==> src/hdl/gsm_pkg.sv <==
package gsm_pkg;

  localparam int WORD_W   = 32;
  localparam int TOL_W    = 31;
  localparam int TAU_BITS = 16;
  // (3 - sqrt 5) / 2 in Q0.16
  localparam logic [TAU_BITS-1:0] TAU_Q = 16'd25032;
  localparam logic [TOL_W-1:0] TOL_RESET = 31'd66;

  typedef enum logic {
    OP_START = 1'b0,
    OP_REPLY = 1'b1
  } op_kind_t;

  // word_a carries the lower bound on a start and the function value on a reply
  typedef struct packed {
    op_kind_t                 kind;
    logic signed [WORD_W-1:0] word_a;
    logic signed [WORD_W-1:0] word_b;
  } op_t;

endpackage

==> src/hdl/gsm_front.sv <==
module gsm_front import gsm_pkg::*; (
  input  logic                     clk,
  input  logic                     rst_n,
  input  logic                     in_valid,
  output logic                     in_ready,
  input  logic                     in_mode,
  input  logic signed [WORD_W-1:0] in_lower_bound,
  input  logic signed [WORD_W-1:0] in_upper_bound,
  input  logic signed [WORD_W-1:0] in_func_value,
  output logic                     fr_valid,
  input  logic                     fr_ready,
  output op_t                      fr_op
);

  logic fr_valid_r;
  logic fr_valid_nxt;
  op_t  fr_op_r;
  op_t  fr_op_nxt;

  assign in_ready = !fr_valid_r || fr_ready;
  assign fr_valid = fr_valid_r;
  assign fr_op    = fr_op_r;

  always_comb begin
    fr_valid_nxt = fr_valid_r;
    fr_op_nxt    = fr_op_r;
    if (fr_valid_r && fr_ready) begin
      fr_valid_nxt = 1'b0;
    end
    if (in_valid && in_ready) begin
      fr_valid_nxt = 1'b1;
      if (in_mode == 1'b0) begin
        fr_op_nxt.kind   = OP_START;
        fr_op_nxt.word_a = in_lower_bound;
        fr_op_nxt.word_b = in_upper_bound;
      end else begin
        fr_op_nxt.kind   = OP_REPLY;
        fr_op_nxt.word_a = in_func_value;
        fr_op_nxt.word_b = '0;
      end
    end
  end

  always_ff @(posedge clk) begin
    if (!rst_n) begin
      fr_valid_r <= 1'b0;
    end else begin
      fr_valid_r <= fr_valid_nxt;
    end
    fr_op_r <= fr_op_nxt;
  end

endmodule

==> src/hdl/gsm_queue.sv <==
module gsm_queue import gsm_pkg::*; (
  input  logic clk,
  input  logic rst_n,
  input  logic push_valid,
  output logic push_ready,
  input  op_t  push_op,
  output logic pop_valid,
  input  logic pop,
  output op_t  pop_op
);

  op_t        mem_r [2];
  logic       wr_ptr_r;
  logic       rd_ptr_r;
  logic [1:0] count_r;
  logic       do_push;
  logic       do_pop;

  assign push_ready = (count_r != 2'd2);
  assign pop_valid  = (count_r != 2'd0);
  assign pop_op     = mem_r[rd_ptr_r];
  assign do_push    = push_valid && push_ready;
  assign do_pop     = pop && pop_valid;

  always_ff @(posedge clk) begin
    if (!rst_n) begin
      wr_ptr_r <= 1'b0;
      rd_ptr_r <= 1'b0;
      count_r  <= 2'd0;
    end else begin
      if (do_push) begin
        wr_ptr_r <= ~wr_ptr_r;
      end
      if (do_pop) begin
        rd_ptr_r <= ~rd_ptr_r;
      end
      case ({do_push, do_pop})
        2'b10:   count_r <= count_r + 2'd1;
        2'b01:   count_r <= count_r - 2'd1;
        default: count_r <= count_r;
      endcase
    end
    if (do_push) begin
      mem_r[wr_ptr_r] <= push_op;
    end
  end

endmodule

==> src/hdl/gsm_back.sv <==
module gsm_back import gsm_pkg::*; (
  input  logic                     clk,
  input  logic                     rst_n,
  input  logic                     cfg_wr_en,
  input  logic [TOL_W-1:0]         cfg_wr_data,
  input  logic                     q_valid,
  input  op_t                      q_op,
  output logic                     q_pop,
  output logic                     out_valid,
  input  logic                     out_ready,
  output logic                     out_finished,
  output logic signed [WORD_W-1:0] out_position
);

  localparam int PW = WORD_W + TAU_BITS;
  localparam logic [PW-1:0] HALF = PW'(1) << (TAU_BITS - 1);

  typedef enum logic [2:0] {
    P_IDLE,
    P_LEFT,
    P_RIGHT,
    P_PAIR,
    P_IR_LAST,
    P_IL_LAST
  } pend_t;

  typedef enum logic [1:0] {
    PH_EXEC,
    PH_DIFF,
    PH_MUL,
    PH_PLACE
  } phase_t;

  typedef enum logic [1:0] {
    PL_BOTH,
    PL_LEFT,
    PL_RIGHT
  } place_t;

  logic [TOL_W-1:0]         tol_r;
  logic signed [WORD_W-1:0] lp_r, ilp_r, irp_r, rp_r;
  logic signed [WORD_W-1:0] lv_r, ilv_r, irv_r, rv_r;
  logic signed [WORD_W-1:0] lp_nxt, ilp_nxt, irp_nxt, rp_nxt;
  logic signed [WORD_W-1:0] lv_nxt, ilv_nxt, irv_nxt, rv_nxt;
  pend_t                    pend_r, pend_nxt;
  phase_t                   ph_r, ph_nxt;
  place_t                   plk_r, plk_nxt;
  logic [WORD_W-1:0]        mag_r, mag_nxt;
  logic                     neg_r, neg_nxt;
  logic [WORD_W-1:0]        step_r, step_nxt;
  logic                     out_valid_r, out_valid_nxt;
  logic                     out_fin_r, out_fin_nxt;
  logic signed [WORD_W-1:0] out_pos_r, out_pos_nxt;

  logic                     out_free;
  logic                     out_load;
  logic signed [WORD_W:0]   d_cur;
  logic signed [WORD_W:0]   tol_ext;
  logic                     within_tol;
  logic signed [WORD_W:0]   sum_cur;
  logic signed [WORD_W-1:0] dec_a, dec_b, f;
  logic [PW-1:0]            prod;
  logic signed [WORD_W:0]   s_ext;
  logic signed [WORD_W:0]   il_new, ir_new;

  assign out_valid    = out_valid_r;
  assign out_finished = out_fin_r;
  assign out_position = out_pos_r;
  assign out_free     = !out_valid_r || out_ready;

  assign f       = q_op.word_a;
  assign d_cur   = {rp_r[WORD_W-1], rp_r} - {lp_r[WORD_W-1], lp_r};
  assign sum_cur = {rp_r[WORD_W-1], rp_r} + {lp_r[WORD_W-1], lp_r};
  assign tol_ext = {2'b00, tol_r};
  // width test without an abs: two compares side by side
  assign within_tol = d_cur[WORD_W] ? (d_cur >= -tol_ext) : (d_cur <= tol_ext);
  assign dec_a   = (pend_r == P_IL_LAST) ? f : ilv_r;
  assign dec_b   = (pend_r == P_IR_LAST) ? f : irv_r;

  // rounded magnitude step, half away from zero
  assign prod   = {{TAU_BITS{1'b0}}, mag_r} * {{WORD_W{1'b0}}, TAU_Q} + HALF;
  assign s_ext  = {1'b0, step_r};
  assign il_new = neg_r ? ({lp_r[WORD_W-1], lp_r} - s_ext) : ({lp_r[WORD_W-1], lp_r} + s_ext);
  assign ir_new = neg_r ? ({rp_r[WORD_W-1], rp_r} + s_ext) : ({rp_r[WORD_W-1], rp_r} - s_ext);

  always_comb begin
    lp_nxt = lp_r; ilp_nxt = ilp_r; irp_nxt = irp_r; rp_nxt = rp_r;
    lv_nxt = lv_r; ilv_nxt = ilv_r; irv_nxt = irv_r; rv_nxt = rv_r;
    pend_nxt    = pend_r;
    ph_nxt      = ph_r;
    plk_nxt     = plk_r;
    mag_nxt     = mag_r;
    neg_nxt     = neg_r;
    step_nxt    = step_r;
    q_pop       = 1'b0;
    out_load    = 1'b0;
    out_fin_nxt = out_fin_r;
    out_pos_nxt = out_pos_r;

    case (ph_r)
      PH_EXEC: begin
        if (q_valid && out_free) begin
          q_pop = 1'b1;
          if (q_op.kind == OP_START) begin
            lp_nxt      = q_op.word_a;
            rp_nxt      = q_op.word_b;
            pend_nxt    = P_LEFT;
            out_load    = 1'b1;
            out_fin_nxt = 1'b0;
            out_pos_nxt = q_op.word_a;
          end else begin
            case (pend_r)
              P_LEFT: begin
                lv_nxt      = f;
                pend_nxt    = P_RIGHT;
                out_load    = 1'b1;
                out_fin_nxt = 1'b0;
                out_pos_nxt = rp_r;
              end
              P_RIGHT: begin
                rv_nxt   = f;
                pend_nxt = P_PAIR;
                plk_nxt  = PL_BOTH;
                ph_nxt   = PH_DIFF;
              end
              P_PAIR: begin
                ilv_nxt     = f;
                pend_nxt    = P_IR_LAST;
                out_load    = 1'b1;
                out_fin_nxt = 1'b0;
                out_pos_nxt = irp_r;
              end
              P_IR_LAST, P_IL_LAST: begin
                if (pend_r == P_IR_LAST) begin
                  irv_nxt = f;
                end else begin
                  ilv_nxt = f;
                end
                if (within_tol) begin
                  pend_nxt    = P_IDLE;
                  out_load    = 1'b1;
                  out_fin_nxt = 1'b1;
                  out_pos_nxt = sum_cur[WORD_W:1];
                end else begin
                  ph_nxt = PH_DIFF;
                  if (dec_a < dec_b) begin
                    if (lv_r <= dec_a) begin
                      rp_nxt   = ilp_r;
                      rv_nxt   = dec_a;
                      plk_nxt  = PL_BOTH;
                      pend_nxt = P_PAIR;
                    end else begin
                      rp_nxt   = irp_r;
                      rv_nxt   = dec_b;
                      irp_nxt  = ilp_r;
                      irv_nxt  = dec_a;
                      plk_nxt  = PL_LEFT;
                      pend_nxt = P_IL_LAST;
                    end
                  end else if (dec_a > dec_b) begin
                    if (dec_b >= rv_r) begin
                      lp_nxt   = irp_r;
                      lv_nxt   = dec_b;
                      plk_nxt  = PL_BOTH;
                      pend_nxt = P_PAIR;
                    end else begin
                      lp_nxt   = ilp_r;
                      lv_nxt   = dec_a;
                      ilp_nxt  = irp_r;
                      ilv_nxt  = dec_b;
                      plk_nxt  = PL_RIGHT;
                      pend_nxt = P_IR_LAST;
                    end
                  end else begin
                    // equal inner values: bracket becomes the inner pair
                    lp_nxt   = ilp_r;
                    lv_nxt   = dec_a;
                    rp_nxt   = irp_r;
                    rv_nxt   = dec_b;
                    plk_nxt  = PL_BOTH;
                    pend_nxt = P_PAIR;
                  end
                end
              end
              default: begin
                // reply with no probe outstanding is dropped
              end
            endcase
          end
        end
      end
      PH_DIFF: begin
        neg_nxt = d_cur[WORD_W];
        mag_nxt = d_cur[WORD_W] ? WORD_W'(-d_cur) : d_cur[WORD_W-1:0];
        ph_nxt  = PH_MUL;
      end
      PH_MUL: begin
        step_nxt = prod[PW-1:TAU_BITS];
        ph_nxt   = PH_PLACE;
      end
      PH_PLACE: begin
        if (out_free) begin
          out_load    = 1'b1;
          out_fin_nxt = 1'b0;
          ph_nxt      = PH_EXEC;
          case (plk_r)
            PL_BOTH: begin
              ilp_nxt     = il_new[WORD_W-1:0];
              irp_nxt     = ir_new[WORD_W-1:0];
              out_pos_nxt = il_new[WORD_W-1:0];
            end
            PL_LEFT: begin
              ilp_nxt     = il_new[WORD_W-1:0];
              out_pos_nxt = il_new[WORD_W-1:0];
            end
            default: begin
              irp_nxt     = ir_new[WORD_W-1:0];
              out_pos_nxt = ir_new[WORD_W-1:0];
            end
          endcase
        end
      end
      default: begin
        ph_nxt = PH_EXEC;
      end
    endcase

    out_valid_nxt = out_load ? 1'b1 : (out_valid_r && !out_ready);
  end

  always_ff @(posedge clk) begin
    if (!rst_n) begin
      tol_r       <= TOL_RESET;
      lp_r        <= '0;
      ilp_r       <= '0;
      irp_r       <= '0;
      rp_r        <= '0;
      lv_r        <= '0;
      ilv_r       <= '0;
      irv_r       <= '0;
      rv_r        <= '0;
      pend_r      <= P_IDLE;
      ph_r        <= PH_EXEC;
      plk_r       <= PL_BOTH;
      out_valid_r <= 1'b0;
    end else begin
      if (cfg_wr_en) begin
        tol_r <= cfg_wr_data;
      end
      lp_r        <= lp_nxt;
      ilp_r       <= ilp_nxt;
      irp_r       <= irp_nxt;
      rp_r        <= rp_nxt;
      lv_r        <= lv_nxt;
      ilv_r       <= ilv_nxt;
      irv_r       <= irv_nxt;
      rv_r        <= rv_nxt;
      pend_r      <= pend_nxt;
      ph_r        <= ph_nxt;
      plk_r       <= plk_nxt;
      out_valid_r <= out_valid_nxt;
    end
    mag_r     <= mag_nxt;
    neg_r     <= neg_nxt;
    step_r    <= step_nxt;
    out_fin_r <= out_fin_nxt;
    out_pos_r <= out_pos_nxt;
  end

  a_pop_only_in_exec: assert property (@(posedge clk) disable iff (!rst_n)
    (ph_r != PH_EXEC) |-> !q_pop)
    else $error("queue popped while a placement is in flight");

  a_place_has_probe: assert property (@(posedge clk) disable iff (!rst_n)
    (ph_r == PH_PLACE) |->
      (pend_r == P_PAIR || pend_r == P_IL_LAST || pend_r == P_IR_LAST))
    else $error("placement without an inner probe outstanding");

  a_finish_goes_idle: assert property (@(posedge clk) disable iff (!rst_n)
    (out_load && out_fin_nxt) |=> (pend_r == P_IDLE))
    else $error("final result left a probe outstanding");

  a_no_load_when_blocked: assert property (@(posedge clk) disable iff (!rst_n)
    (out_valid_r && !out_ready) |=> $stable(out_pos_r))
    else $error("result overwritten while waiting");

endmodule

==> src/hdl/golden_section_minimizer_unit.sv <==
// channel  | handshake            | payload
// in_      | in_valid / in_ready  | in_mode, in_lower_bound, in_upper_bound, in_func_value
// out_     | out_valid/ out_ready | out_finished, out_position
// cfg_     | cfg_wr_en            | cfg_wr_data (tolerance)
//
// a start, a left value reply, the first inner reply and a finishing reply give
// their result in the cycle after leaving the queue
// the right value reply and a narrowing reply go through the back end in steps:
// pop, difference, one 32x16 multiply for the golden step, then the point adds
// front register and two-entry queue keep taking transfers while the back end waits
// rst_n is synchronous; tolerance resets to 66, all points and values to zero
module golden_section_minimizer_unit import gsm_pkg::*; (
  input  logic                     clk,
  input  logic                     rst_n,
  input  logic                     cfg_wr_en,
  input  logic [TOL_W-1:0]         cfg_wr_data,
  input  logic                     in_valid,
  output logic                     in_ready,
  input  logic                     in_mode,
  input  logic signed [WORD_W-1:0] in_lower_bound,
  input  logic signed [WORD_W-1:0] in_upper_bound,
  input  logic signed [WORD_W-1:0] in_func_value,
  output logic                     out_valid,
  input  logic                     out_ready,
  output logic                     out_finished,
  output logic signed [WORD_W-1:0] out_position
);

  logic fr_valid;
  logic fr_ready;
  op_t  fr_op;
  logic q_valid;
  logic q_pop;
  op_t  q_op;

  gsm_front u_front (
    .clk            (clk),
    .rst_n          (rst_n),
    .in_valid       (in_valid),
    .in_ready       (in_ready),
    .in_mode        (in_mode),
    .in_lower_bound (in_lower_bound),
    .in_upper_bound (in_upper_bound),
    .in_func_value  (in_func_value),
    .fr_valid       (fr_valid),
    .fr_ready       (fr_ready),
    .fr_op          (fr_op)
  );

  gsm_queue u_queue (
    .clk        (clk),
    .rst_n      (rst_n),
    .push_valid (fr_valid),
    .push_ready (fr_ready),
    .push_op    (fr_op),
    .pop_valid  (q_valid),
    .pop        (q_pop),
    .pop_op     (q_op)
  );

  gsm_back u_back (
    .clk          (clk),
    .rst_n        (rst_n),
    .cfg_wr_en    (cfg_wr_en),
    .cfg_wr_data  (cfg_wr_data),
    .q_valid      (q_valid),
    .q_op         (q_op),
    .q_pop        (q_pop),
    .out_valid    (out_valid),
    .out_ready    (out_ready),
    .out_finished (out_finished),
    .out_position (out_position)
  );

endmodule

==> config.mk <==
export PLATFORM = sky130hd
export DESIGN_NAME = golden_section_minimizer_unit
export DESIGN_NICKNAME = d
export VERILOG_FILES = /design/src/hdl/gsm_pkg.sv /design/src/hdl/gsm_front.sv /design/src/hdl/gsm_queue.sv /design/src/hdl/gsm_back.sv /design/src/hdl/golden_section_minimizer_unit.sv
export SDC_FILE = /design/constraint.sdc
export NUM_CORES = 2
export LEC_CHECK = 0
export BUFFER_PORTS_ARGS = -buffer_cell sky130_fd_sc_hd__buf_2
export CAP_MARGIN = 20
export CORE_MARGIN = 2
export CORE_UTILIZATION = 69
export CTS_CLUSTER_DIAMETER = 150
export DETAILED_ROUTE_END_ITERATION = 7
export GPL_TIMING_DRIVEN = 0
export PLACE_DENSITY_LB_ADDON = 0.12
export REMOVE_ABC_BUFFERS = 1
export SYNTH_ARGS = -nofsm -noshare
export SYNTH_HDL_FRONTEND = slang
export SYNTH_SLANG_ARGS = --single-unit
==> constraint.sdc <==
create_clock -name clk -period 12.5 [get_ports clk]
set_input_delay 2.5 -clock clk [delete_from_list [all_inputs] [get_ports clk]]
set_output_delay 2.5 -clock clk [all_outputs]
set_load 0.01 [all_outputs]
==> flow_summary.json <==
{
  "rsz0062_at_grt": "no",
  "slew_headroom": 0.158,
  "r2r_cells": 26,
  "start_kind": "flop",
  "syn_avg_cell_area_um2": 9.16,
  "nets": 5735,
  "grt_usage": 0.367,
  "wl_um": 127000,
  "grt-ovfl-total": 0,
  "min_period_ns": 7.74,
  "met3_usage": 0.0529,
  "synth-edff-count": 293,
  "antenna_found_initial": 4,
  "ys_top_cells_by_area": "edfxtp_1 (19%), dfxtp_1 (13%), ha_1 (13%)",
  "peakVddDrop_v": 0.000236,
  "cts_buffers": 68,
  "post_cts_resized": 0,
  "dp_hpwl_um": 93200,
  "vias_per_cell": 6.51,
  "ios": 168,
  "dominantRegCellSynth": "dfxtp_1",
  "post-route-drc-count": 0,
  "grt-busiest-layer": "met2",
  "gr-usage-met2": 0.585,
  "crit_start": "u_back.rp_r[0]$_SDFFE_PN0P_",
  "synth-seq-area-share": 0.325,
  "grt_max_degree": 100,
  "synth.distinct_cells": 88,
  "gp_congestion": 0.965,
  "grt_pass1_vias": 36700,
  "r2r-end": "u_back.lv_r[22]$_SDFFE_PN0P_",
  "worstReg2RegStart": "u_back.rp_r[0]$_SDFFE_PN0P_",
  "tightestPinTransition_ns": 1.25,
  "die_h_um": 261,
  "synth_top_cell_by_area": "edfxtp_1",
  "largest_reg_flops": 130,
  "dieWidth_um": 261,
  "postCtsHoldBufs": 0,
  "synth_warnings": 0,
  "clock-root-buffer": "clkbuf_16",
  "async_flop_share": 0,
  "cellLeakagePower_nw": 21.9,
  "run_status": "finished clean",
  "maxSlewViolCount": 0,
  "drv_cap": 0,
  "power.density_nw_per_um2": 200,
  "grt_pass1_wl_um": 198000,
  "fmax_ghz": 0.129,
  "cts.path.max_buffers": 3,
  "crit_type": "flop to flop",
  "detail-route-antenna-nets": 0,
  "clk_pin_slew_ns": 0.06,
  "cp.required_ns": 13.05,
  "hold_viol": 0,
  "first_iter_violations": 4313,
  "arrival_ns": 8.29,
  "synth_area_um2": 45600,
  "cp-endpoint": "u_back.lv_r[22]$_SDFFE_PN0P_",
  "syn_to_final_growth_pct": 9.94,
  "final_layout_size_suffix_gt1_frac": 0.0861,
  "fin_total_pwr_w": 0.0100,
  "cts_setup_buffers": 0,
  "numPortBuffers": 167,
  "finClkSkew_ns": 0.0341,
  "path_max_fanout": 15,
  "synth_cells": 4976,
  "route.vias.total": 38600,
  "routedWlPerCell_um": 21.4,
  "r2r_slack_ns": 4.76,
  "top_register": "u_queue.mem_r",
  "clock_latency_ns": 0.64,
  "cts_tree": "done",
  "period_share": 0.619,
  "synth-seq-cells": 594,
  "drt_pass1_iterations": 6,
  "yosysTopAreaCellShare": 0.193,
  "core_um2": 65500,
  "hold_path_class": "flop to flop",
  "worstHoldStart": "u_front.fr_op[47]$_DFFE_PP_",
  "dieArea_um2": 68100,
  "htreeDepth": 3,
  "hold_slack_ns": 0.439,
  "start_util": 0.695,
  "worstSetupEndpointType": "flop",
  "rows": 94,
  "cts_sinks": 594,
  "setup_viol": 0,
  "gr-usage-met1": 0.494
}
stage by stage:
stage                     setup WS [ns]  utilization  cells  setup TNS, ns  instance area [um2]
after floorplan                   0.381            -   4718              0                44500
after global placement            -9.66        0.708   5749       -1859.76                46400
after detailed placement           5.11        0.729   5801              0                47800
after CTS                          4.99        0.764   5926              0                50000
after global routing               4.45        0.765   5928              0                50100
final                              4.76        0.765   5929              0                50100
worst min path at each step:
| stage | end | cells after the start | slack [ns] |
|---|---|---|---|
| 3_5_place_dp | u_queue.mem_r[0][52]$_DFFE_PP_ | 0 | 0.43 |
| 4_1_cts | u_queue.mem_r[0][56]$_DFFE_PP_ | 0 | 0.44 |
| 3_3_place_gp | u_queue.mem_r[0][62]$_DFFE_PP_ | 0 | 0.42 |
| 2_1_floorplan | u_queue.mem_r[0][0]$_DFFE_PP_ | 0 | 0.42 |
| 5_1_grt | u_queue.mem_r[0][56]$_DFFE_PP_ | 0 | 0.45 |
| 6_report | u_queue.mem_r[1][47]$_DFFE_PP_ | 0 | 0.44 |
final cells by class:
class | count | area, um2
multi-input cells | 3707 | 28200
fillers | 4611 | 15400
flip-flops and latches | 594 | 14800
repair buffers | 221 | 2110
clock buffers | 89 | 1900
inverters | 417 | 1570
well taps | 864 | 1080
clock inverters | 36 | 369
diodes | 1 | 2.50
Yosys cell counts, types with 55 or more instances:
cell	count
a211oi_1	63
a21o_1	103
a21oi_1	321
a32o_1	55
clkbuf_1	185
dfxtp_1	301
edfxtp_1	293
fa_1	112
ha_1	481
inv_1	415
mux2i_1	252
nand2_1	423
nand3_1	146
nor2_1	398
nor2b_1	71
nor3_1	131
o21a_1	64
o21ai_0	175
o31ai_1	69
xnor2_1	169
xor2_1	94
power breakdown:
part,internal (W),switching [W],leakage (nW),total [W]
Sequential,0.00240,0.000141,5.18,0.00254
Combinational,0.00203,0.00340,15.6,0.00542
Clock,0.00117,0.000874,1.11,0.00205
Total,0.00560,0.00441,21.9,0.0100
layout by cell type, fill, tap and decap left out, types with 146 or more instances in the layout:
cell type,n
inv_1,415
a21oi_1,321
ha_1,478
dfxtp_1,299
nor2_1,391
mux2i_1,251
buf_2,165
nand2_1,422
xnor2_1,169
nand3_1,146
edfxtp_1,293
o21ai_0,175
cell families (layout without fill, tap and decap cells):
logic type               Yosys count  in the layout  synth area share
adder cells (fa/ha/maj)          594            594             0.182
multiplexers                     294            294            0.0657
buffers and inverters            675            763            0.0582
AND/OR/NAND/NOR                 1401           1401             0.142
AO/OA/AOI/OAI                   1155           1155             0.177
XOR/XNOR                         263            263            0.0506
other                              0              1                 0
flip-flops                       594            594             0.325
metal layers:
| metal | routed length, um | share of wire |
|---|---|---|
| met2 | 57200 | 0.45 |
| met3 | 10800 | 0.086 |
| met5 | 12 | 0.000095 |
| met4 | 6220 | 0.049 |
| met1 | 52400 | 0.41 |
critical path, cell delays in order, from the launching register on:
cell,delay [ns]
dfxtp_1,0.37
inv_1,0.09
ha_1,0.17
inv_1,0.07
fa_1,0.46
a21oi_1,0.19
o21ai_0,0.11
a21oi_1,0.28
o211ai_1,0.33
a311oi_2,0.66
nor3_1,0.16
nor2_1,0.18
o21ai_0,0.10
o21ai_0,0.44
nand2_1,0.27
ha_1,0.38
nand4_1,0.13
or2_2,0.35
nor2_1,0.16
nand4_1,0.16
o211ai_1,0.13
o221ai_1,0.19
a31oi_4,0.74
a31oi_1,0.27
nor3_4,0.76
buf_16,0.24
mux2i_1,0.24
(Power assumes the default switching activity.)
